===== config.mk =====
export PLATFORM = sky130hd
export DESIGN_NAME = sorted_request_list_engine_flat
export DESIGN_NICKNAME = d
export VERILOG_FILES = /design/src/sv/srle_pkg.sv /design/src/sv/srle_in_if.sv /design/src/sv/srle_out_if.sv /design/src/sv/srle_ctrl.sv /design/src/sv/srle_dp.sv /design/src/sv/sorted_request_list_engine.sv /design/src/flat_wrapper.sv
export SDC_FILE = /design/constraint.sdc
export NUM_CORES = 1
export LEC_CHECK = 0
export BUFFER_PORTS_ARGS = -buffer_cell sky130_fd_sc_hd__buf_2
export CORE_ASPECT_RATIO = 2
export CORE_MARGIN = 1
export CORE_UTILIZATION = 55
export CTS_BUF_LIST = sky130_fd_sc_hd__clkbuf_16
export CTS_CLUSTER_DIAMETER = 60
export DETAILED_ROUTE_END_ITERATION = 7
export PLACE_DENSITY = 0.72
export SYNTH_ARGS = -nofsm -noshare
export SYNTH_HDL_FRONTEND = slang
export SYNTH_SLANG_ARGS = --single-unit

===== constraint.sdc =====
create_clock -name clk -period 4.3 [get_ports clk]
set_input_delay 0.43 -clock clk [delete_from_list [all_inputs] [get_ports clk]]
set_output_delay 0.43 -clock clk [all_outputs]
set_load 0.005 [all_outputs]

===== src/sv/srle_pkg.sv =====
// Shared types and codes for the sorted request list engine.
// Holds operation and status codes and the controller/datapath command and status bundles.
// No dependencies.
package srle_pkg;

  localparam int FUNC_BITS   = 4;
  localparam int STATUS_BITS = 2;

  // Operation codes carried in the func field.
  localparam logic [FUNC_BITS-1:0] FUNC_PUSH_FRONT = 4'd0;
  localparam logic [FUNC_BITS-1:0] FUNC_PUSH_BACK  = 4'd1;
  localparam logic [FUNC_BITS-1:0] FUNC_DEST_ASC   = 4'd2;
  localparam logic [FUNC_BITS-1:0] FUNC_DEST_DESC  = 4'd3;
  localparam logic [FUNC_BITS-1:0] FUNC_CALL_ASC   = 4'd4;
  localparam logic [FUNC_BITS-1:0] FUNC_CALL_DESC  = 4'd5;
  localparam logic [FUNC_BITS-1:0] FUNC_POP        = 4'd6;
  localparam logic [FUNC_BITS-1:0] FUNC_REMOVE     = 4'd7;
  localparam logic [FUNC_BITS-1:0] FUNC_QUERY      = 4'd8;

  // Result status codes.
  localparam logic [STATUS_BITS-1:0] STATUS_OK        = 2'd0;
  localparam logic [STATUS_BITS-1:0] STATUS_FULL      = 2'd1;
  localparam logic [STATUS_BITS-1:0] STATUS_EMPTY     = 2'd2;
  localparam logic [STATUS_BITS-1:0] STATUS_NOT_FOUND = 2'd3;

  // Read address selection for the entry memory.
  typedef enum logic [2:0] {
    RD_IDX,
    RD_IDX_PREV,
    RD_IDX_NEXT,
    RD_FRONT,
    RD_BACK
  } rd_sel_t;

  // Commands from the controller to the datapath.
  typedef struct packed {
    logic                   load;
    logic                   idx_clr;
    logic                   idx_to_occ;
    logic                   idx_inc;
    logic                   idx_dec;
    logic                   pos_zero;
    logic                   pos_occ;
    logic                   pos_idx;
    logic                   mem_rd;
    rd_sel_t                rd_sel;
    logic                   wr_move;
    logic                   wr_new;
    logic                   occ_inc;
    logic                   occ_dec;
    logic                   set_status;
    logic [STATUS_BITS-1:0] status_code;
    logic                   cap_front;
    logic                   cap_back;
    logic                   clr_result;
  } srle_cmd_t;

  // Status from the datapath to the controller.
  typedef struct packed {
    logic op_insert;
    logic op_front;
    logic op_back;
    logic op_pop;
    logic op_remove;
    logic full;
    logic empty;
    logic idx_at_occ;
    logic idx_at_pos;
    logic close_end;
    logic key_stop;
    logic tag_hit;
  } srle_stat_t;

endpackage


===== src/sv/srle_in_if.sv =====
// Request channel interface of the sorted request list engine.
// Carries valid, ready and one request item; uses srle_pkg for the func width.
interface srle_in_if #(
  parameter int TAG_BITS   = 8,
  parameter int FLOOR_BITS = 6
);
  logic                           valid;
  logic                           ready;
  logic [srle_pkg::FUNC_BITS-1:0] func;
  logic [TAG_BITS-1:0]            user_tag;
  logic [FLOOR_BITS-1:0]          call_floor;
  logic [FLOOR_BITS-1:0]          dest_floor;

  modport source (output valid, func, user_tag, call_floor, dest_floor, input ready);
  modport sink   (input valid, func, user_tag, call_floor, dest_floor, output ready);
endinterface


===== src/sv/srle_out_if.sv =====
// Result channel interface of the sorted request list engine.
// Carries valid, ready and one result item; uses srle_pkg for the status width.
interface srle_out_if #(
  parameter int TAG_BITS   = 8,
  parameter int FLOOR_BITS = 6,
  parameter int COUNT_BITS = 5
);
  logic                             valid;
  logic                             ready;
  logic [srle_pkg::STATUS_BITS-1:0] status;
  logic [COUNT_BITS-1:0]            entry_count;
  logic                             front_valid;
  logic [TAG_BITS-1:0]              front_tag;
  logic [FLOOR_BITS-1:0]            front_call;
  logic [FLOOR_BITS-1:0]            front_dest;
  logic                             back_valid;
  logic [TAG_BITS-1:0]              back_tag;
  logic [FLOOR_BITS-1:0]            back_call;
  logic [FLOOR_BITS-1:0]            back_dest;

  modport source (output valid, status, entry_count, front_valid, front_tag, front_call,
                  front_dest, back_valid, back_tag, back_call, back_dest, input ready);
  modport sink   (input valid, status, entry_count, front_valid, front_tag, front_call,
                  front_dest, back_valid, back_tag, back_call, back_dest, output ready);
endinterface


===== src/sv/srle_ctrl.sv =====
// Controller state machine of the sorted request list engine.
// Sequences scans, slot shifts and result capture; uses srle_pkg command and status types.
module srle_ctrl (
  input  logic                 clk,
  input  logic                 rst_n,
  input  logic                 in_valid,
  output logic                 in_ready,
  output logic                 out_valid,
  input  logic                 out_ready,
  input  srle_pkg::srle_stat_t stat,
  output srle_pkg::srle_cmd_t  cmd
);

  typedef enum logic [3:0] {
    S_IDLE,
    S_DISPATCH,
    S_SCAN,
    S_SCAN_CHK,
    S_OPEN,
    S_OPEN_WR,
    S_CLOSE,
    S_CLOSE_WR,
    S_RES,
    S_FRONT_GET,
    S_BACK_GET
  } state_t;

  state_t state_r, state_nxt;
  logic   out_valid_r, out_valid_nxt;

  assign in_ready  = (state_r == S_IDLE);
  assign out_valid = out_valid_r;

  always_comb begin
    cmd           = '0;
    state_nxt     = state_r;
    out_valid_nxt = out_valid_r && !out_ready;
    case (state_r)
      S_IDLE: begin
        if (in_valid) begin
          cmd.load  = 1'b1;
          state_nxt = S_DISPATCH;
        end
      end
      S_DISPATCH: begin
        if (stat.op_insert) begin
          if (stat.full) begin
            cmd.set_status  = 1'b1;
            cmd.status_code = srle_pkg::STATUS_FULL;
            state_nxt       = S_RES;
          end else if (stat.op_front) begin
            cmd.pos_zero   = 1'b1;
            cmd.idx_to_occ = 1'b1;
            state_nxt      = S_OPEN;
          end else if (stat.op_back) begin
            cmd.pos_occ    = 1'b1;
            cmd.idx_to_occ = 1'b1;
            state_nxt      = S_OPEN;
          end else begin
            cmd.idx_clr = 1'b1;
            state_nxt   = S_SCAN;
          end
        end else if (stat.op_pop) begin
          if (stat.empty) begin
            cmd.set_status  = 1'b1;
            cmd.status_code = srle_pkg::STATUS_EMPTY;
            state_nxt       = S_RES;
          end else begin
            cmd.idx_clr = 1'b1;
            state_nxt   = S_CLOSE;
          end
        end else if (stat.op_remove) begin
          cmd.idx_clr = 1'b1;
          state_nxt   = S_SCAN;
        end else begin
          state_nxt = S_RES;
        end
      end
      S_SCAN: begin
        if (stat.idx_at_occ) begin
          if (stat.op_remove) begin
            cmd.set_status  = 1'b1;
            cmd.status_code = srle_pkg::STATUS_NOT_FOUND;
            state_nxt       = S_RES;
          end else begin
            cmd.pos_idx    = 1'b1;
            cmd.idx_to_occ = 1'b1;
            state_nxt      = S_OPEN;
          end
        end else begin
          cmd.mem_rd = 1'b1;
          cmd.rd_sel = srle_pkg::RD_IDX;
          state_nxt  = S_SCAN_CHK;
        end
      end
      S_SCAN_CHK: begin
        if (stat.op_remove) begin
          if (stat.tag_hit) begin
            state_nxt = S_CLOSE;
          end else begin
            cmd.idx_inc = 1'b1;
            state_nxt   = S_SCAN;
          end
        end else if (stat.key_stop) begin
          cmd.pos_idx    = 1'b1;
          cmd.idx_to_occ = 1'b1;
          state_nxt      = S_OPEN;
        end else begin
          cmd.idx_inc = 1'b1;
          state_nxt   = S_SCAN;
        end
      end
      S_OPEN: begin
        if (stat.idx_at_pos) begin
          cmd.wr_new  = 1'b1;
          cmd.occ_inc = 1'b1;
          state_nxt   = S_RES;
        end else begin
          cmd.mem_rd = 1'b1;
          cmd.rd_sel = srle_pkg::RD_IDX_PREV;
          state_nxt  = S_OPEN_WR;
        end
      end
      S_OPEN_WR: begin
        cmd.wr_move = 1'b1;
        cmd.idx_dec = 1'b1;
        state_nxt   = S_OPEN;
      end
      S_CLOSE: begin
        if (stat.close_end) begin
          cmd.occ_dec = 1'b1;
          state_nxt   = S_RES;
        end else begin
          cmd.mem_rd = 1'b1;
          cmd.rd_sel = srle_pkg::RD_IDX_NEXT;
          state_nxt  = S_CLOSE_WR;
        end
      end
      S_CLOSE_WR: begin
        cmd.wr_move = 1'b1;
        cmd.idx_inc = 1'b1;
        state_nxt   = S_CLOSE;
      end
      S_RES: begin
        // The result registers are only rewritten once the previous result has left.
        if (!out_valid_r) begin
          if (stat.empty) begin
            cmd.clr_result = 1'b1;
            out_valid_nxt  = 1'b1;
            state_nxt      = S_IDLE;
          end else begin
            cmd.mem_rd = 1'b1;
            cmd.rd_sel = srle_pkg::RD_FRONT;
            state_nxt  = S_FRONT_GET;
          end
        end
      end
      S_FRONT_GET: begin
        cmd.cap_front = 1'b1;
        cmd.mem_rd    = 1'b1;
        cmd.rd_sel    = srle_pkg::RD_BACK;
        state_nxt     = S_BACK_GET;
      end
      S_BACK_GET: begin
        cmd.cap_back  = 1'b1;
        out_valid_nxt = 1'b1;
        state_nxt     = S_IDLE;
      end
      default: begin
        state_nxt = S_IDLE;
      end
    endcase
  end

  always_ff @(posedge clk) begin
    if (!rst_n) begin
      state_r     <= S_IDLE;
      out_valid_r <= 1'b0;
    end else begin
      state_r     <= state_nxt;
      out_valid_r <= out_valid_nxt;
    end
  end

endmodule


===== src/sv/srle_dp.sv =====
// Datapath of the sorted request list engine: entry memory, counters and result registers.
// Acts on srle_pkg commands from the controller and reports srle_pkg status back.
module srle_dp #(
  parameter int LIST_DEPTH = 16,
  parameter int FLOOR_BITS = 6,
  parameter int TAG_BITS   = 8,
  parameter int COUNT_BITS = 5,
  parameter int ADDR_BITS  = 4
) (
  input  logic                             clk,
  input  logic                             rst_n,
  input  logic [srle_pkg::FUNC_BITS-1:0]   in_func,
  input  logic [TAG_BITS-1:0]              in_user_tag,
  input  logic [FLOOR_BITS-1:0]            in_call_floor,
  input  logic [FLOOR_BITS-1:0]            in_dest_floor,
  input  srle_pkg::srle_cmd_t              cmd,
  output srle_pkg::srle_stat_t             stat,
  output logic [srle_pkg::STATUS_BITS-1:0] out_status,
  output logic [COUNT_BITS-1:0]            out_entry_count,
  output logic                             out_front_valid,
  output logic [TAG_BITS-1:0]              out_front_tag,
  output logic [FLOOR_BITS-1:0]            out_front_call,
  output logic [FLOOR_BITS-1:0]            out_front_dest,
  output logic                             out_back_valid,
  output logic [TAG_BITS-1:0]              out_back_tag,
  output logic [FLOOR_BITS-1:0]            out_back_call,
  output logic [FLOOR_BITS-1:0]            out_back_dest
);

  typedef struct packed {
    logic [TAG_BITS-1:0]   tag;
    logic [FLOOR_BITS-1:0] call;
    logic [FLOOR_BITS-1:0] dest;
  } entry_t;

  entry_t mem [LIST_DEPTH];

  logic [srle_pkg::FUNC_BITS-1:0]   func_r;
  entry_t                           new_r;
  entry_t                           rd_data_r;
  logic [COUNT_BITS-1:0]            occ_r;
  logic [COUNT_BITS-1:0]            idx_r;
  logic [COUNT_BITS-1:0]            pos_r;
  logic [srle_pkg::STATUS_BITS-1:0] work_status_r;

  logic [srle_pkg::STATUS_BITS-1:0] res_status_r;
  logic [COUNT_BITS-1:0]            res_count_r;
  logic                             res_valid_r;
  entry_t                           res_front_r;
  entry_t                           res_back_r;

  logic [COUNT_BITS-1:0] rd_idx;
  logic [COUNT_BITS:0]   idx_plus1;
  logic                  by_dest;
  logic                  ascending;
  logic [FLOOR_BITS-1:0] key_old;
  logic [FLOOR_BITS-1:0] key_new;

  // Operation decode.
  assign stat.op_insert = (func_r <= srle_pkg::FUNC_CALL_DESC);
  assign stat.op_front  = (func_r == srle_pkg::FUNC_PUSH_FRONT);
  assign stat.op_back   = (func_r == srle_pkg::FUNC_PUSH_BACK);
  assign stat.op_pop    = (func_r == srle_pkg::FUNC_POP);
  assign stat.op_remove = (func_r == srle_pkg::FUNC_REMOVE);

  assign stat.full       = (occ_r == COUNT_BITS'(LIST_DEPTH));
  assign stat.empty      = (occ_r == '0);
  assign stat.idx_at_occ = (idx_r == occ_r);
  assign stat.idx_at_pos = (idx_r == pos_r);
  assign idx_plus1       = {1'b0, idx_r} + 1'b1;
  assign stat.close_end  = (idx_plus1 >= {1'b0, occ_r});

  // Sorted insert stops at the first entry whose key is not strictly beyond the new key.
  assign by_dest   = (func_r == srle_pkg::FUNC_DEST_ASC) || (func_r == srle_pkg::FUNC_DEST_DESC);
  assign ascending = (func_r == srle_pkg::FUNC_DEST_ASC) || (func_r == srle_pkg::FUNC_CALL_ASC);
  assign key_old   = by_dest ? rd_data_r.dest : rd_data_r.call;
  assign key_new   = by_dest ? new_r.dest : new_r.call;
  assign stat.key_stop = ascending ? !(key_old < key_new) : !(key_old > key_new);
  assign stat.tag_hit  = (rd_data_r.tag == new_r.tag);

  always_comb begin
    case (cmd.rd_sel)
      srle_pkg::RD_IDX:      rd_idx = idx_r;
      srle_pkg::RD_IDX_PREV: rd_idx = idx_r - 1'b1;
      srle_pkg::RD_IDX_NEXT: rd_idx = idx_r + 1'b1;
      srle_pkg::RD_FRONT:    rd_idx = '0;
      srle_pkg::RD_BACK:     rd_idx = occ_r - 1'b1;
      default:               rd_idx = idx_r;
    endcase
  end

  // Entry memory: one write and one registered read per cycle.
  always_ff @(posedge clk) begin
    if (cmd.wr_move) begin
      mem[idx_r[ADDR_BITS-1:0]] <= rd_data_r;
    end else if (cmd.wr_new) begin
      mem[idx_r[ADDR_BITS-1:0]] <= new_r;
    end
    if (cmd.mem_rd) begin
      rd_data_r <= mem[rd_idx[ADDR_BITS-1:0]];
    end
  end

  always_ff @(posedge clk) begin
    if (!rst_n) begin
      occ_r <= '0;
    end else if (cmd.occ_inc) begin
      occ_r <= occ_r + 1'b1;
    end else if (cmd.occ_dec) begin
      occ_r <= occ_r - 1'b1;
    end
  end

  always_ff @(posedge clk) begin
    if (cmd.load) begin
      func_r        <= in_func;
      new_r.tag     <= in_user_tag;
      new_r.call    <= in_call_floor;
      new_r.dest    <= in_dest_floor;
      work_status_r <= srle_pkg::STATUS_OK;
    end else if (cmd.set_status) begin
      work_status_r <= cmd.status_code;
    end

    if (cmd.idx_clr) begin
      idx_r <= '0;
    end else if (cmd.idx_to_occ) begin
      idx_r <= occ_r;
    end else if (cmd.idx_inc) begin
      idx_r <= idx_r + 1'b1;
    end else if (cmd.idx_dec) begin
      idx_r <= idx_r - 1'b1;
    end

    if (cmd.pos_zero) begin
      pos_r <= '0;
    end else if (cmd.pos_occ) begin
      pos_r <= occ_r;
    end else if (cmd.pos_idx) begin
      pos_r <= idx_r;
    end

    if (cmd.clr_result) begin
      res_status_r <= work_status_r;
      res_count_r  <= occ_r;
      res_valid_r  <= 1'b0;
      res_front_r  <= '0;
      res_back_r   <= '0;
    end
    if (cmd.cap_front) begin
      res_status_r <= work_status_r;
      res_count_r  <= occ_r;
      res_valid_r  <= 1'b1;
      res_front_r  <= rd_data_r;
    end
    if (cmd.cap_back) begin
      res_back_r <= rd_data_r;
    end
  end

  assign out_status      = res_status_r;
  assign out_entry_count = res_count_r;
  assign out_front_valid = res_valid_r;
  assign out_front_tag   = res_front_r.tag;
  assign out_front_call  = res_front_r.call;
  assign out_front_dest  = res_front_r.dest;
  assign out_back_valid  = res_valid_r;
  assign out_back_tag    = res_back_r.tag;
  assign out_back_call   = res_back_r.call;
  assign out_back_dest   = res_back_r.dest;

endmodule


===== src/sv/sorted_request_list_engine.sv =====
// Top level of the sorted request list engine.
// Joins srle_ctrl and srle_dp; depends on srle_pkg, srle_in_if and srle_out_if.
//
// Usage: each item on in_chan carries an operation code (func) with a request tag,
// a call floor and a destination floor. The engine keeps an ordered list of up to
// LIST_DEPTH requests and answers every item with exactly one result item on
// out_chan: a status code, the entry count after the operation, and the front and
// back entries (zero with valid flags low when the list is empty).
// The time an item takes grows with each entry that a sorted or tag scan
// examines and with each entry that is shifted, on top of the dispatch and the
// result reads (fewer reads when the list ends up empty). Each examined entry
// is read from the entry memory and then checked, and each shifted entry is read
// and then written back one slot over. The next item can be accepted in the same
// cycle in which the result goes valid.
// One item is worked on at a time; in_chan.ready is high only while the engine is
// idle. A finished result sits in an output register, so the next item is taken
// while the receiver stalls; that item then waits before its result is written.
// Reset clears the entry count and the output valid flag; the list is empty.
module sorted_request_list_engine #(
  parameter int LIST_DEPTH = 16,
  parameter int FLOOR_BITS = 6,
  parameter int TAG_BITS   = 8
) (
  input  logic        clk,
  input  logic        rst_n,
  srle_in_if.sink     in_chan,
  srle_out_if.source  out_chan
);

  // The count must hold LIST_DEPTH itself; memory addresses only need depth-1.
  localparam int COUNT_BITS = $clog2(LIST_DEPTH + 1);
  localparam int ADDR_BITS  = $clog2(LIST_DEPTH);

  srle_pkg::srle_cmd_t  cmd;
  srle_pkg::srle_stat_t stat;

  // The controller owns the handshakes and sequences every operation.
  srle_ctrl u_ctrl (
    .clk       (clk),
    .rst_n     (rst_n),
    .in_valid  (in_chan.valid),
    .in_ready  (in_chan.ready),
    .out_valid (out_chan.valid),
    .out_ready (out_chan.ready),
    .stat      (stat),
    .cmd       (cmd)
  );

  // The datapath holds the list, its count and the result registers.
  srle_dp #(
    .LIST_DEPTH (LIST_DEPTH),
    .FLOOR_BITS (FLOOR_BITS),
    .TAG_BITS   (TAG_BITS),
    .COUNT_BITS (COUNT_BITS),
    .ADDR_BITS  (ADDR_BITS)
  ) u_dp (
    .clk             (clk),
    .rst_n           (rst_n),
    .in_func         (in_chan.func),
    .in_user_tag     (in_chan.user_tag),
    .in_call_floor   (in_chan.call_floor),
    .in_dest_floor   (in_chan.dest_floor),
    .cmd             (cmd),
    .stat            (stat),
    .out_status      (out_chan.status),
    .out_entry_count (out_chan.entry_count),
    .out_front_valid (out_chan.front_valid),
    .out_front_tag   (out_chan.front_tag),
    .out_front_call  (out_chan.front_call),
    .out_front_dest  (out_chan.front_dest),
    .out_back_valid  (out_chan.back_valid),
    .out_back_tag    (out_chan.back_tag),
    .out_back_call   (out_chan.back_call),
    .out_back_dest   (out_chan.back_dest)
  );

endmodule


===== src/flat_wrapper.sv =====
// flat-port wrapper written by rule: the top's interface ports become plain ports
module sorted_request_list_engine_flat 
#(
  parameter int LIST_DEPTH = 16,
  parameter int FLOOR_BITS = 6,
  parameter int TAG_BITS   = 8
)
  (clk, rst_n, in_chan_valid, in_chan_func, in_chan_user_tag, in_chan_call_floor, in_chan_dest_floor, in_chan_ready, out_chan_valid, out_chan_status, out_chan_entry_count, out_chan_front_valid, out_chan_front_tag, out_chan_front_call, out_chan_front_dest, out_chan_back_valid, out_chan_back_tag, out_chan_back_call, out_chan_back_dest, out_chan_ready);
  srle_in_if #(.TAG_BITS(TAG_BITS), .FLOOR_BITS(FLOOR_BITS)) in_chan_i ();
  srle_out_if #(.TAG_BITS(TAG_BITS), .FLOOR_BITS(FLOOR_BITS), .COUNT_BITS((5))) out_chan_i ();
  input  logic clk;
  input  logic rst_n;
  input wire logic [$bits(in_chan_i.valid)-1:0] in_chan_valid;
  input wire logic [$bits(in_chan_i.func)-1:0] in_chan_func;
  input wire logic [$bits(in_chan_i.user_tag)-1:0] in_chan_user_tag;
  input wire logic [$bits(in_chan_i.call_floor)-1:0] in_chan_call_floor;
  input wire logic [$bits(in_chan_i.dest_floor)-1:0] in_chan_dest_floor;
  output wire logic [$bits(in_chan_i.ready)-1:0] in_chan_ready;
  output wire logic [$bits(out_chan_i.valid)-1:0] out_chan_valid;
  output wire logic [$bits(out_chan_i.status)-1:0] out_chan_status;
  output wire logic [$bits(out_chan_i.entry_count)-1:0] out_chan_entry_count;
  output wire logic [$bits(out_chan_i.front_valid)-1:0] out_chan_front_valid;
  output wire logic [$bits(out_chan_i.front_tag)-1:0] out_chan_front_tag;
  output wire logic [$bits(out_chan_i.front_call)-1:0] out_chan_front_call;
  output wire logic [$bits(out_chan_i.front_dest)-1:0] out_chan_front_dest;
  output wire logic [$bits(out_chan_i.back_valid)-1:0] out_chan_back_valid;
  output wire logic [$bits(out_chan_i.back_tag)-1:0] out_chan_back_tag;
  output wire logic [$bits(out_chan_i.back_call)-1:0] out_chan_back_call;
  output wire logic [$bits(out_chan_i.back_dest)-1:0] out_chan_back_dest;
  input wire logic [$bits(out_chan_i.ready)-1:0] out_chan_ready;
  assign in_chan_i.valid = in_chan_valid;
  assign in_chan_i.func = in_chan_func;
  assign in_chan_i.user_tag = in_chan_user_tag;
  assign in_chan_i.call_floor = in_chan_call_floor;
  assign in_chan_i.dest_floor = in_chan_dest_floor;
  assign in_chan_ready = in_chan_i.ready;
  assign out_chan_valid = out_chan_i.valid;
  assign out_chan_status = out_chan_i.status;
  assign out_chan_entry_count = out_chan_i.entry_count;
  assign out_chan_front_valid = out_chan_i.front_valid;
  assign out_chan_front_tag = out_chan_i.front_tag;
  assign out_chan_front_call = out_chan_i.front_call;
  assign out_chan_front_dest = out_chan_i.front_dest;
  assign out_chan_back_valid = out_chan_i.back_valid;
  assign out_chan_back_tag = out_chan_i.back_tag;
  assign out_chan_back_call = out_chan_i.back_call;
  assign out_chan_back_dest = out_chan_i.back_dest;
  assign out_chan_i.ready = out_chan_ready;
  sorted_request_list_engine #(.LIST_DEPTH(LIST_DEPTH), .FLOOR_BITS(FLOOR_BITS), .TAG_BITS(TAG_BITS)) u_core (.clk(clk), .rst_n(rst_n), .in_chan(in_chan_i), .out_chan(out_chan_i));
endmodule

==> run_results.csv, run 1 <==
group,metric,value,unit
final_layout,final_nets,1420,
synthesis,ys_warn_count,0,
worst_setup_path,critPathRequiredTime,4.71,ns
power,p_switching,4.706,mW
worst_setup_path,cp_slowest_cell,"edfxtp_1",
clocking,numCtsBuffers,38,
clocking,post_cts_resized,0,
timing,slew_headroom,28.28,%
floorplan,dieArea,34520,um2
clocking,post-cts-setup-buffers,0,
clocking,path_clk_slew,0.07,ns
synthesis,yosys_register_bits,434,
place,io_buffer_count,78,
power,seqPwrFrac,40.1,%
synthesis,syn_area,18560,um2
final_layout,drive_gt1_share,20.99,%
floorplan,pin_count,79,
timing,setup_ws,0.2498,ns
timing,fin_crit_sh,94.19,%
place,placedCellCount,1765,
drt,route.detailed.drc,0,
worst_setup_path,critPathMaxFanout,12,
grt,overflow,0,
timing,max_slew.worst_pin.slew,1.068,ns
timing,setup_viol,0,
synthesis,synthFlopType,"edfxtp_1",
drt,vias,11120,
synthesis,syn_inst,1285,
timing,hold_slack,0.06736,ns
synthesis,synth_top_area_share,66.51,%
clocking,cts.path.max_buffers,3,
final_layout,nFillCells,2408,
synthesis,synth_edf_count,411,
drt,drt-wirelength-per-cell,24.30,um
final_layout,multi_input_area,5359,um2
power,power.total,14.13,mW
synthesis,yosysSeqAreaShare,69.00,%
timing,fmax,0.2469,GHz
worst_setup_path,cp_common_cell,"nand2_1",
floorplan,die_height,261.8,um
run,drv_cap,0,
floorplan,fp-row-count,94,
drt,first_pass_iters,5,
grt,grt_antenna_before_repair,0,
place,place_area,19670,um2
final_layout,antenna_cells,0,
grt,grt_pass1_vias,11270,
worst_setup_path,crit_type,"reg -> reg",
drt,drtAntennaViolNets,0,
synthesis,synth_commonest_cells,"edfxtp_1 (411), nand2_1 (151), and2_1 (103)",
drt,vias_per_cell,6.085,
place,place_ws,0.3226,ns
clocking,hold_buffers,0,
worst_setup_path,critPathMaxStageDelay,0.53,ns
grt,grt_pass1_wl,67000,um
power,pwr-share-comb,34.2,%
clocking,cts.htree.levels,2,
power,switching_share,33.31,%
worst_setup_path,crit_path_end_kind,"register",
place,place_hpwl,28340,um
synthesis,ys_top_cells_by_area,"edfxtp_1 (67%), and2_1 (3.5%), nand2_1 (3.1%), mux2_2 (3.0%), mux2i_1 (2.7%)",
final_layout,seq_area,12800,um2
drt,drt-total-wl,44410,um
synthesis,synth_cell_type_count,64,
clocking,clk_latency,0.54,ns
run_status,status,"completed",
timing,rsz0062_at_grt,"false",
place,place_congestion,0.9277,
power,power_frac_clock,25.7,%
final_layout,area_delta_synth_final,13.10,%
timing,slew_viol_final,0,
final_layout,final_core_util,63.50,%
worst_setup_path,critPathLaunchType,"register",
final_layout,final_cell_count_no_fill,1828,
floorplan,start_util,56.14,%
clocking,cts_sinks,434,
clocking,clockRootBuffer,"clkbuf_16",
synthesis,syn_avg_cell_area,14.44,um2
timing,fin_worst_skew,0.01040,ns
clocking,cts_tree,"built",
floorplan,core_area,33050,um2
grt,grt_max_degree,61,
drt,drt_iter0_drc,784,
synthesis,synthMostInstantiatedCell,"edfxtp_1",
worst_setup_path,arrival,4.46,ns
power,power_density,673.1,nW/um2
worst_setup_path,critical_path.cell_chain,"nor3b_2, buf_4, mux2_2, ha_1, nor2b_1, o21ai_0, a21oi_1, or3b_1, nand2_1, a21o_1, nand2_1, a2111oi_0",
power,leakagePower,7.198,nW
floorplan,die_w,131.9,um
power,p_int,9.420,mW
worst_hold_path,hold_class,"in -> reg",
timing,finalHoldViolations,0,
synthesis,synth_async_sr_flop_share,0,%
timing,fin_crit,4.050,ns
synthesis,yosysTopAreaCell,"edfxtp_1",
timing,tns,0,ns
final_layout,design_area,20990,um2
grt,gr-usage-all-layers,26.42,%
synthesis,syn_nets,1332,
power,peakVddDrop,419.1,uV
-- registers in the layout (all words and copies together) (netlist names), 8 cells and up --
register	count
u_core.u_dp.out_back_tag	8
u_core.u_dp.out_front_tag	8
u_core.u_dp.rd_data_r	20
u_core.u_dp.new_r	20
u_core.u_dp.mem	320
-- cells by family after synthesis --
group                    Yosys count  share of synthesized area (%)
multiplexers                      99                          5.671
AO/OA/AOI/OAI                    219                          9.461
AND/OR/NAND/NOR                  387                          10.55
flip-flops                       434                          69.00
adder cells (fa/ha/maj)           19                          1.281
buffers and inverters             99                          2.717
XOR/XNOR                          28                          1.322
-- cell type report --
class / count / share of cell area (%)
Inverter: 17 / 0.3041
Clock buffer: 38 / 4.531
Tap cell: 432 / 2.576
Clock inverter: 25 / 1.735
Timing Repair Buffer: 130 / 4.316
Sequential cell: 434 / 61.00
Multi-Input combinational cell: 752 / 25.54
-- worst max-delay path, delay by kind of cell, from the launching register on --
family,cells,cell delay (ns)
AO/OA/AOI/OAI,4,1.24
adder cells (fa/ha/maj),1,0.30
buffers and inverters,1,0.24
flip-flops,1,0.53
multiplexers,1,0.36
AND/OR/NAND/NOR,5,1.24
-- power groups by stage --
| stage | clock network (mW) | logic (mW) | registers, mW |
|---|---|---|---|
| 2_1_floorplan | 0 | 3.45 | 5.55 |
| 3_3_place_gp | 0 | 4.74 | 5.74 |
| 3_5_place_dp | 0 | 4.83 | 5.74 |
| 4_1_cts | 3.67 | 4.85 | 5.65 |
| 5_1_grt | 3.81 | 5.27 | 5.68 |
| 6_report | 3.64 | 4.83 | 5.66 |
-- worst paths after layout --
kind	start	to	slack (ns)	depth (start not counted)
min reg2reg	u_core.u_dp.work_status_r[0]$_SDFFE_PP0P_	u_core.u_dp.out_status[0]$_DFFE_PP_	0.45	0
min	in_chan_user_tag[0]	u_core.u_dp.new_r[12]$_DFFE_PP_	0.07	1
max	u_core.u_dp.func_r[2]$_DFFE_PP_	u_core.u_dp.idx_r[4]$_SDFFE_PP0P_	0.25	12
max reg2reg	u_core.u_dp.func_r[2]$_DFFE_PP_	u_core.u_dp.idx_r[4]$_SDFFE_PP0P_	0.25	12
-- cell usage in the layout (no fill, tap or decap), drive strengths merged, types with 19 or more instances in the layout --
cell      n
dfxtp    23
inv      21
nor2     41
mux2     49
buf     130
and2    103
ha       19
a211oi   66
xnor2    20
edfxtp  411
nor3     19
clkbuf   38
mux2i    50
a31oi    45
a221o    20
nand2   151
o32ai    20
and3     26
-- metal layers --
layer / wire length (um) / part of all wire [%] / vias up / global-route usage [%]
li1: - / - / 5046 / -
met1: 14930 / 34 / 5463 / 28.24
met2: 23840 / 54 / 461 / 48.65
met3: 2674 / 6.0 / 153 / 3.453
met4: 2965 / 6.7 / 0 / 17.73
met5: 0 / 0 / - / 0
No activity file was read; power rests on OpenSTA's default activity.
==> run 2: changes to the inputs <==
- GPL_TIMING_DRIVEN: unset -> 0
- PLACE_DENSITY: 0.72 -> 0.69
- TNS_END_PERCENT: unset -> 1
==> run_results.csv, run 2 (synthesis results as in run 1) <==
group,metric,value,unit
worst_setup_path,crit_type,"reg -> reg",
clocking,path_clk_slew,0.07,ns
drt,vias_per_cell,5.956,
power,power_density,702.5,nW/um2
run_status,status,"completed",
drt,drtAntennaViolNets,0,
worst_setup_path,critical_path.cell_chain,"clkbuf_4, inv_1, ha_2, ha_1, a2111oi_4, o21a_4, a211oi_2, o221a_1, buf_6, buf_6, buf_6, a211oi_2, o32ai_4, a221o_1",
place,place_hpwl,34160,um
place,io_buffer_count,77,
drt,drt-wirelength-per-cell,24.88,um
worst_setup_path,arrival,4.44,ns
final_layout,final_core_util,65.18,%
final_layout,multi_input_area,5655,um2
power,power.total,15.13,mW
floorplan,core_area,33050,um2
clocking,cts_sinks,434,
drt,vias,11180,
worst_setup_path,timing.rr.start,"u_core.u_dp.idx_r[0]$_SDFFE_PP0P_",
final_layout,final_cell_count_no_fill,1877,
drt,route.detailed.drc,0,
run,drv_cap,0,
timing,rsz0062_at_grt,"true",
worst_setup_path,worst-path-stages,14,
clocking,clk_latency,0.54,ns
final_layout,final_cell_mix,"edfxtp_1 (411), nand2_1 (150), and2_1 (103)",
clocking,hold_buffers,0,
timing,slew_viol_final,0,
floorplan,fp-row-count,94,
final_layout,final_nets,1466,
worst_setup_path,critPathLaunchType,"register",
worst_setup_path,critPathMaxStageDelay,0.48,ns
power,power_frac_clock,23.0,%
final_layout,drive_gt1_share,24.36,%
grt,grt_pass1_wl,67660,um
floorplan,die_height,261.8,um
timing,tns,0,ns
timing,setup_ws,0.1542,ns
power,leakagePower,7.367,nW
timing,setup_viol,0,
power,switching_share,36.56,%
clocking,cts.path.max_buffers,3,
power,pwr-share-comb,40.2,%
final_layout,final_common_cell,"edfxtp_1",
grt,overflow,0,
floorplan,die_w,131.9,um
worst_setup_path,crit_path_end_kind,"register",
worst_setup_path,path_buf_inv,5,
clocking,cts_tree,"built",
power,peakVddDrop,345.7,uV
final_layout,area_delta_synth_final,16.09,%
grt,grt_pass1_vias,11240,
worst_setup_path,cp_common_cell,"buf_6",
worst_setup_path,critPathMaxFanout,10,
grt,grt_max_degree,28,
timing,max_slew.worst_pin.slew,1.292,ns
place,placedCellCount,1812,
final_layout,nFillCells,2343,
grt,gr-usage-all-layers,27.28,%
clocking,cts.htree.levels,2,
final_layout,seq_area,12800,um2
floorplan,dieArea,34520,um2
worst_setup_path,crit_family,"compound AO/OA/AOI/OAI gates",
timing,slew_headroom,13.86,%
timing,fin_crit_sh,96.41,%
final_layout,largest_reg_flops,320,
floorplan,pin_count,79,
power,p_int,9.600,mW
clocking,clockRootBuffer,"clkbuf_16",
grt,grt_antenna_before_repair,0,
drt,drt_iter0_drc,558,
timing,fmax,0.2412,GHz
final_layout,antenna_cells,0,
worst_hold_path,hold_path_depth,1,
timing,fin_crit,4.146,ns
worst_setup_path,cp_slowest_cell,"a2111oi_4",
worst_hold_path,hold_class,"in -> reg",
power,seqPwrFrac,36.7,%
drt,drt-total-wl,46690,um
worst_setup_path,cp-startpoint,"u_core.u_dp.idx_r[0]$_SDFFE_PP0P_",
place,place_congestion,0.9347,
power,p_switching,5.532,mW
place,place_ws,-1.098,ns
timing,finalHoldViolations,0,
timing,fin_worst_skew,0.01739,ns
drt,first_pass_iters,6,
worst_hold_path,min_from,"in_chan_dest_floor[5]",
floorplan,start_util,56.14,%
worst_setup_path,critPathRequiredTime,4.59,ns
clocking,numCtsBuffers,37,
worst_setup_path,rr_worst_depth,14,
[run 2: changes by cell type in the layout (fill, tap and decap cells not counted), moves of 5 or more]
cell	delta
buf_12	-10
clkbuf_1	+19
clkbuf_2	+12
buf_6	+18
a211oi_1	-12
a211oi_2	+12
buf_4	-39
buf_16	+5
buf_8	+10
o32ai_4	+12
buf_2	+23
clkbuf_4	+8
o32ai_1	-16
[run 2: path summary, 6_finish.rpt]
path | to | slack [ns]
worst min-delay path | u_core.u_dp.new_r[5]$_DFFE_PP_ | 0.06
worst max-delay path | u_core.u_dp.rd_data_r[11]$_DFFE_PP_ | 0.15
worst min register to register | u_core.u_dp.out_entry_count[3]$_DFFE_PP_ | 0.44
worst max register to register | u_core.u_dp.rd_data_r[11]$_DFFE_PP_ | 0.15
[run 2: worst reg2reg max path: stages (launching register included)]
cell and delay [ns]:
dfxtp_2 0.35, clkbuf_4 0.19, inv_1 0.23, ha_2 0.37, ha_1 0.35, a2111oi_4 0.48
o21a_4 0.24, a211oi_2 0.09, o221a_1 0.28, buf_6 0.15, buf_6 0.17, buf_6 0.17
a211oi_2 0.37, o32ai_4 0.17, a221o_1 0.30
[run 2: power by group through the flow]
stage / Clock (mW) / Combinational, mW / Sequential, mW
finish: 3.48 / 6.09 / 5.56
global route: 3.66 / 6.44 / 5.59
CTS: 3.52 / 5.76 / 5.56
detailed placement: 0 / 5.34 / 5.65
global placement: 0 / 5.21 / 5.65
floorplan: 0 / 3.45 / 5.55
[run 2: area by class of cell]
class	instances	share of cell area (%)
sequential	434	59.44
multi-input combinational	752	26.25
timing repair buffer	96	3.317
buffer	81	2.318
tap	432	2.509
clock buffer	38	4.414
clock inverter	27	1.452
inverter	17	0.2962
[run 2: metal layers]
metal | routed length, um | part of all wire [%] | GRT usage, %
met1 | 14810 | 32 | 25.79
met2 | 26370 | 56 | 53.81
met3 | 2026 | 4.3 | 3.144
met4 | 3487 | 7.5 | 19.38
met5 | 0 | 0 | 0
[run 2: timing repair]
item                       4_1_cts  5_1_grt
setup endpoints to repair       29       24
setup buffers                    0        1
resized for setup               38       52
pin swaps                       10        3
[run 2: through the flow]
| stage | area (um2) | hold WS (ns) |
|---|---|---|
| global placement | 19480 | 0.4167 |
| finish | 21540 | 0.05991 |
| floorplan | 18560 | 0.4029 |
| detailed placement | 19860 | 0.4142 |
| global route | 21540 | 0.04882 |
| CTS | 21330 | 0.03854 |
==> run 3: changes to the inputs <==
- BUFFER_PORTS_ARGS: -buffer_cell sky130_fd_sc_hd__buf_2 -> -buffer_cell sky130_fd_sc_hd__buf_4
- HOLD_SLACK_MARGIN: unset -> 0.02
- SETUP_SLACK_MARGIN: unset -> 0.3
==> run_results.csv, run 3 (synthesis results as in run 1) <==
group,metric,value,unit
timing,setup_viol,0,
floorplan,pin_count,79,
grt,gr-usage-all-layers,28.06,%
floorplan,die_height,261.8,um
drt,vias_per_cell,6.019,
final_layout,final_cell_count_no_fill,1888,
power,p_switching,5.551,mW
worst_setup_path,path_buf_inv,5,
place,place_congestion,0.9245,
grt,met3_usage,3.299,%
power,power.total,15.30,mW
worst_setup_path,rr_worst_depth,15,
grt,grt_pass1_vias,11390,
clocking,clk_latency,0.54,ns
clocking,cts.htree.levels,2,
timing,slew_headroom,11.09,%
final_layout,nFillCells,2358,
worst_setup_path,crit_family,"compound AO/OA/AOI/OAI gates",
power,power_frac_clock,23.2,%
worst_setup_path,cp_common_cell,"buf_6",
clocking,numCtsBuffers,38,
worst_setup_path,crit_type,"reg -> reg",
timing,finalHoldViolations,0,
drt,vias,11360,
clocking,clockRootBuffer,"clkbuf_16",
final_layout,largest_reg_flops,320,
final_layout,drive_gt1_share,25.34,%
grt,overflow,0,
grt,met1_usage,26.53,%
timing,tns,0,ns
grt,grt_antenna_before_repair,0,
final_layout,final_common_cell,"edfxtp_1",
timing,rsz0062_at_grt,"true",
floorplan,dieArea,34520,um2
floorplan,core_area,33050,um2
place,place_hpwl,34490,um
worst_setup_path,critPathMaxStageDelay,0.42,ns
floorplan,die_w,131.9,um
run,drv_cap,0,
clocking,cts_sinks,434,
power,peakVddDrop,376.4,uV
place,io_buffer_count,77,
drt,drt-total-wl,47910,um
worst_setup_path,crit_path_end_kind,"register",
timing,fin_crit_sh,91.63,%
drt,drt_iter0_drc,618,
final_layout,antenna_cells,0,
drt,drtAntennaViolNets,0,
power,switching_share,36.28,%
final_layout,final_cell_mix,"edfxtp_1 (411), nand2_1 (149), and2_1 (103)",
place,place_ws,-1.100,ns
worst_setup_path,worst-path-stages,15,
final_layout,final_core_util,66.25,%
timing,fmax,0.2538,GHz
grt,grt_pass1_wl,69540,um
floorplan,start_util,56.14,%
power,power_density,698.7,nW/um2
power,pwr-share-comb,40.5,%
worst_setup_path,critPathRequiredTime,4.58,ns
power,p_int,9.748,mW
clocking,cts.path.max_buffers,3,
clocking,path_clk_slew,0.07,ns
drt,drt-wirelength-per-cell,25.38,um
timing,slew_viol_final,0,
floorplan,fp-row-count,94,
final_layout,final_nets,1477,
final_layout,area_delta_synth_final,18.00,%
place,placedCellCount,1813,
worst_setup_path,arrival,4.22,ns
timing,max_slew.worst_pin.slew,1.334,ns
worst_hold_path,hold_class,"in -> reg",
timing,fin_worst_skew,0.01942,ns
worst_setup_path,critPathLaunchType,"register",
clocking,cts_tree,"built",
timing,setup_ws,0.3600,ns
clocking,hold_buffers,0,
grt,grt_use_met2,54.54,%
grt,grt_max_degree,28,
worst_setup_path,critPathMaxFanout,10,
run_status,status,"completed",
drt,route.detailed.drc,0,
worst_setup_path,cp_slowest_cell,"dfxtp_2",
power,leakagePower,7.546,nW
power,seqPwrFrac,36.3,%
grt,grt.busiest_layer,"met2",
worst_setup_path,critical_path.cell_chain,"clkbuf_2, clkbuf_4, xor2_1, ha_1, o21a_1, o21ai_2, o21ai_2, nand3_2, o221a_1, buf_6, buf_6, buf_6, a211oi_4, o32ai_4, a221o_1",
timing,fin_crit,3.940,ns
drt,first_pass_iters,5,
worst_hold_path,hold_path_depth,1,
-- run 3: changes by cell type in the layout (fill, tap and decap cells not counted), sizes merged --
| cell | previous run | this run |
|---|---|---|
| buf | 138 | 152 |
| clkinv | 18 | 11 |
| inv | 18 | 24 |
| clkbuf | 77 | 74 |
| bufinv | 6 | 7 |
-- run 3: metrics by stage --
step,instance area (um2),hold slack [ns]
2_1_floorplan,18560,0.4029
3_3_place_gp,19670,0.4163
3_5_place_dp,20070,0.4242
4_1_cts,21770,0.04209
5_1_grt,21900,0.04501
6_report,21900,0.05711
-- run 3: timing repair --
| action | in CTS | in global routing |
|---|---|---|
| gates resized for setup | 82 | 32 |
| buffers inserted | 2 | 7 |
| setup endpoints to repair | 31 | 24 |
| pin swaps | 2 | 4 |
-- run 3: final timing paths --
kind                                        startpoint                                   to  slack, ns
max                  u_core.u_dp.idx_r[3]$_SDFFE_PP0P_   u_core.u_dp.rd_data_r[8]$_DFFE_PP_       0.36
min                                in_chan_user_tag[3]      u_core.u_dp.new_r[15]$_DFFE_PP_       0.06
max reg2reg          u_core.u_dp.idx_r[3]$_SDFFE_PP0P_   u_core.u_dp.rd_data_r[8]$_DFFE_PP_       0.36
min reg2reg  u_core.u_dp.work_status_r[1]$_SDFFE_PP0P_  u_core.u_dp.out_status[1]$_DFFE_PP_       0.44
-- run 3: final cells by class --
| cell class | count | area, um2 | area share [%] |
|---|---|---|---|
| flip-flops and latches | 434 | 12810 | 58.50 |
| well taps | 432 | 540.5 | 2.469 |
| clock buffers | 39 | 975.9 | 4.457 |
| plain buffers | 82 | 529.3 | 2.417 |
| multi-input cells | 752 | 5689 | 25.98 |
| clock inverters | 27 | 301.5 | 1.377 |
| inverters | 17 | 67.56 | 0.3086 |
| repair buffers | 105 | 983.4 | 4.491 |
-- run 3: worst reg2reg max path, cell delays in order (launching register included) --
cell      delay, ns
dfxtp_2        0.42
clkbuf_2       0.26
clkbuf_4       0.30
xor2_1         0.10
ha_1           0.28
o21a_1         0.12
o21ai_2        0.08
o21ai_2        0.32
nand3_2        0.17
o221a_1        0.29
buf_6          0.15
buf_6          0.17
buf_6          0.18
a211oi_4       0.31
o32ai_4        0.19
a221o_1        0.32
-- run 3: routing by layer --
metal	share of wire (%)	routed length, um
met5	0	0
met4	8.2	3924
met3	4.4	2104
met2	55	26570
met1	32	15310
-- run 3: power by group through the flow --
stage / Sequential (mW) / Clock, mW / Combinational (mW)
after floorplan: 5.55 / 0 / 3.45
after global placement: 5.65 / 0 / 5.25
after detailed placement: 5.65 / 0 / 5.41
after CTS: 5.56 / 3.59 / 6.07
after global routing: 5.58 / 3.72 / 6.52
final: 5.56 / 3.55 / 6.20
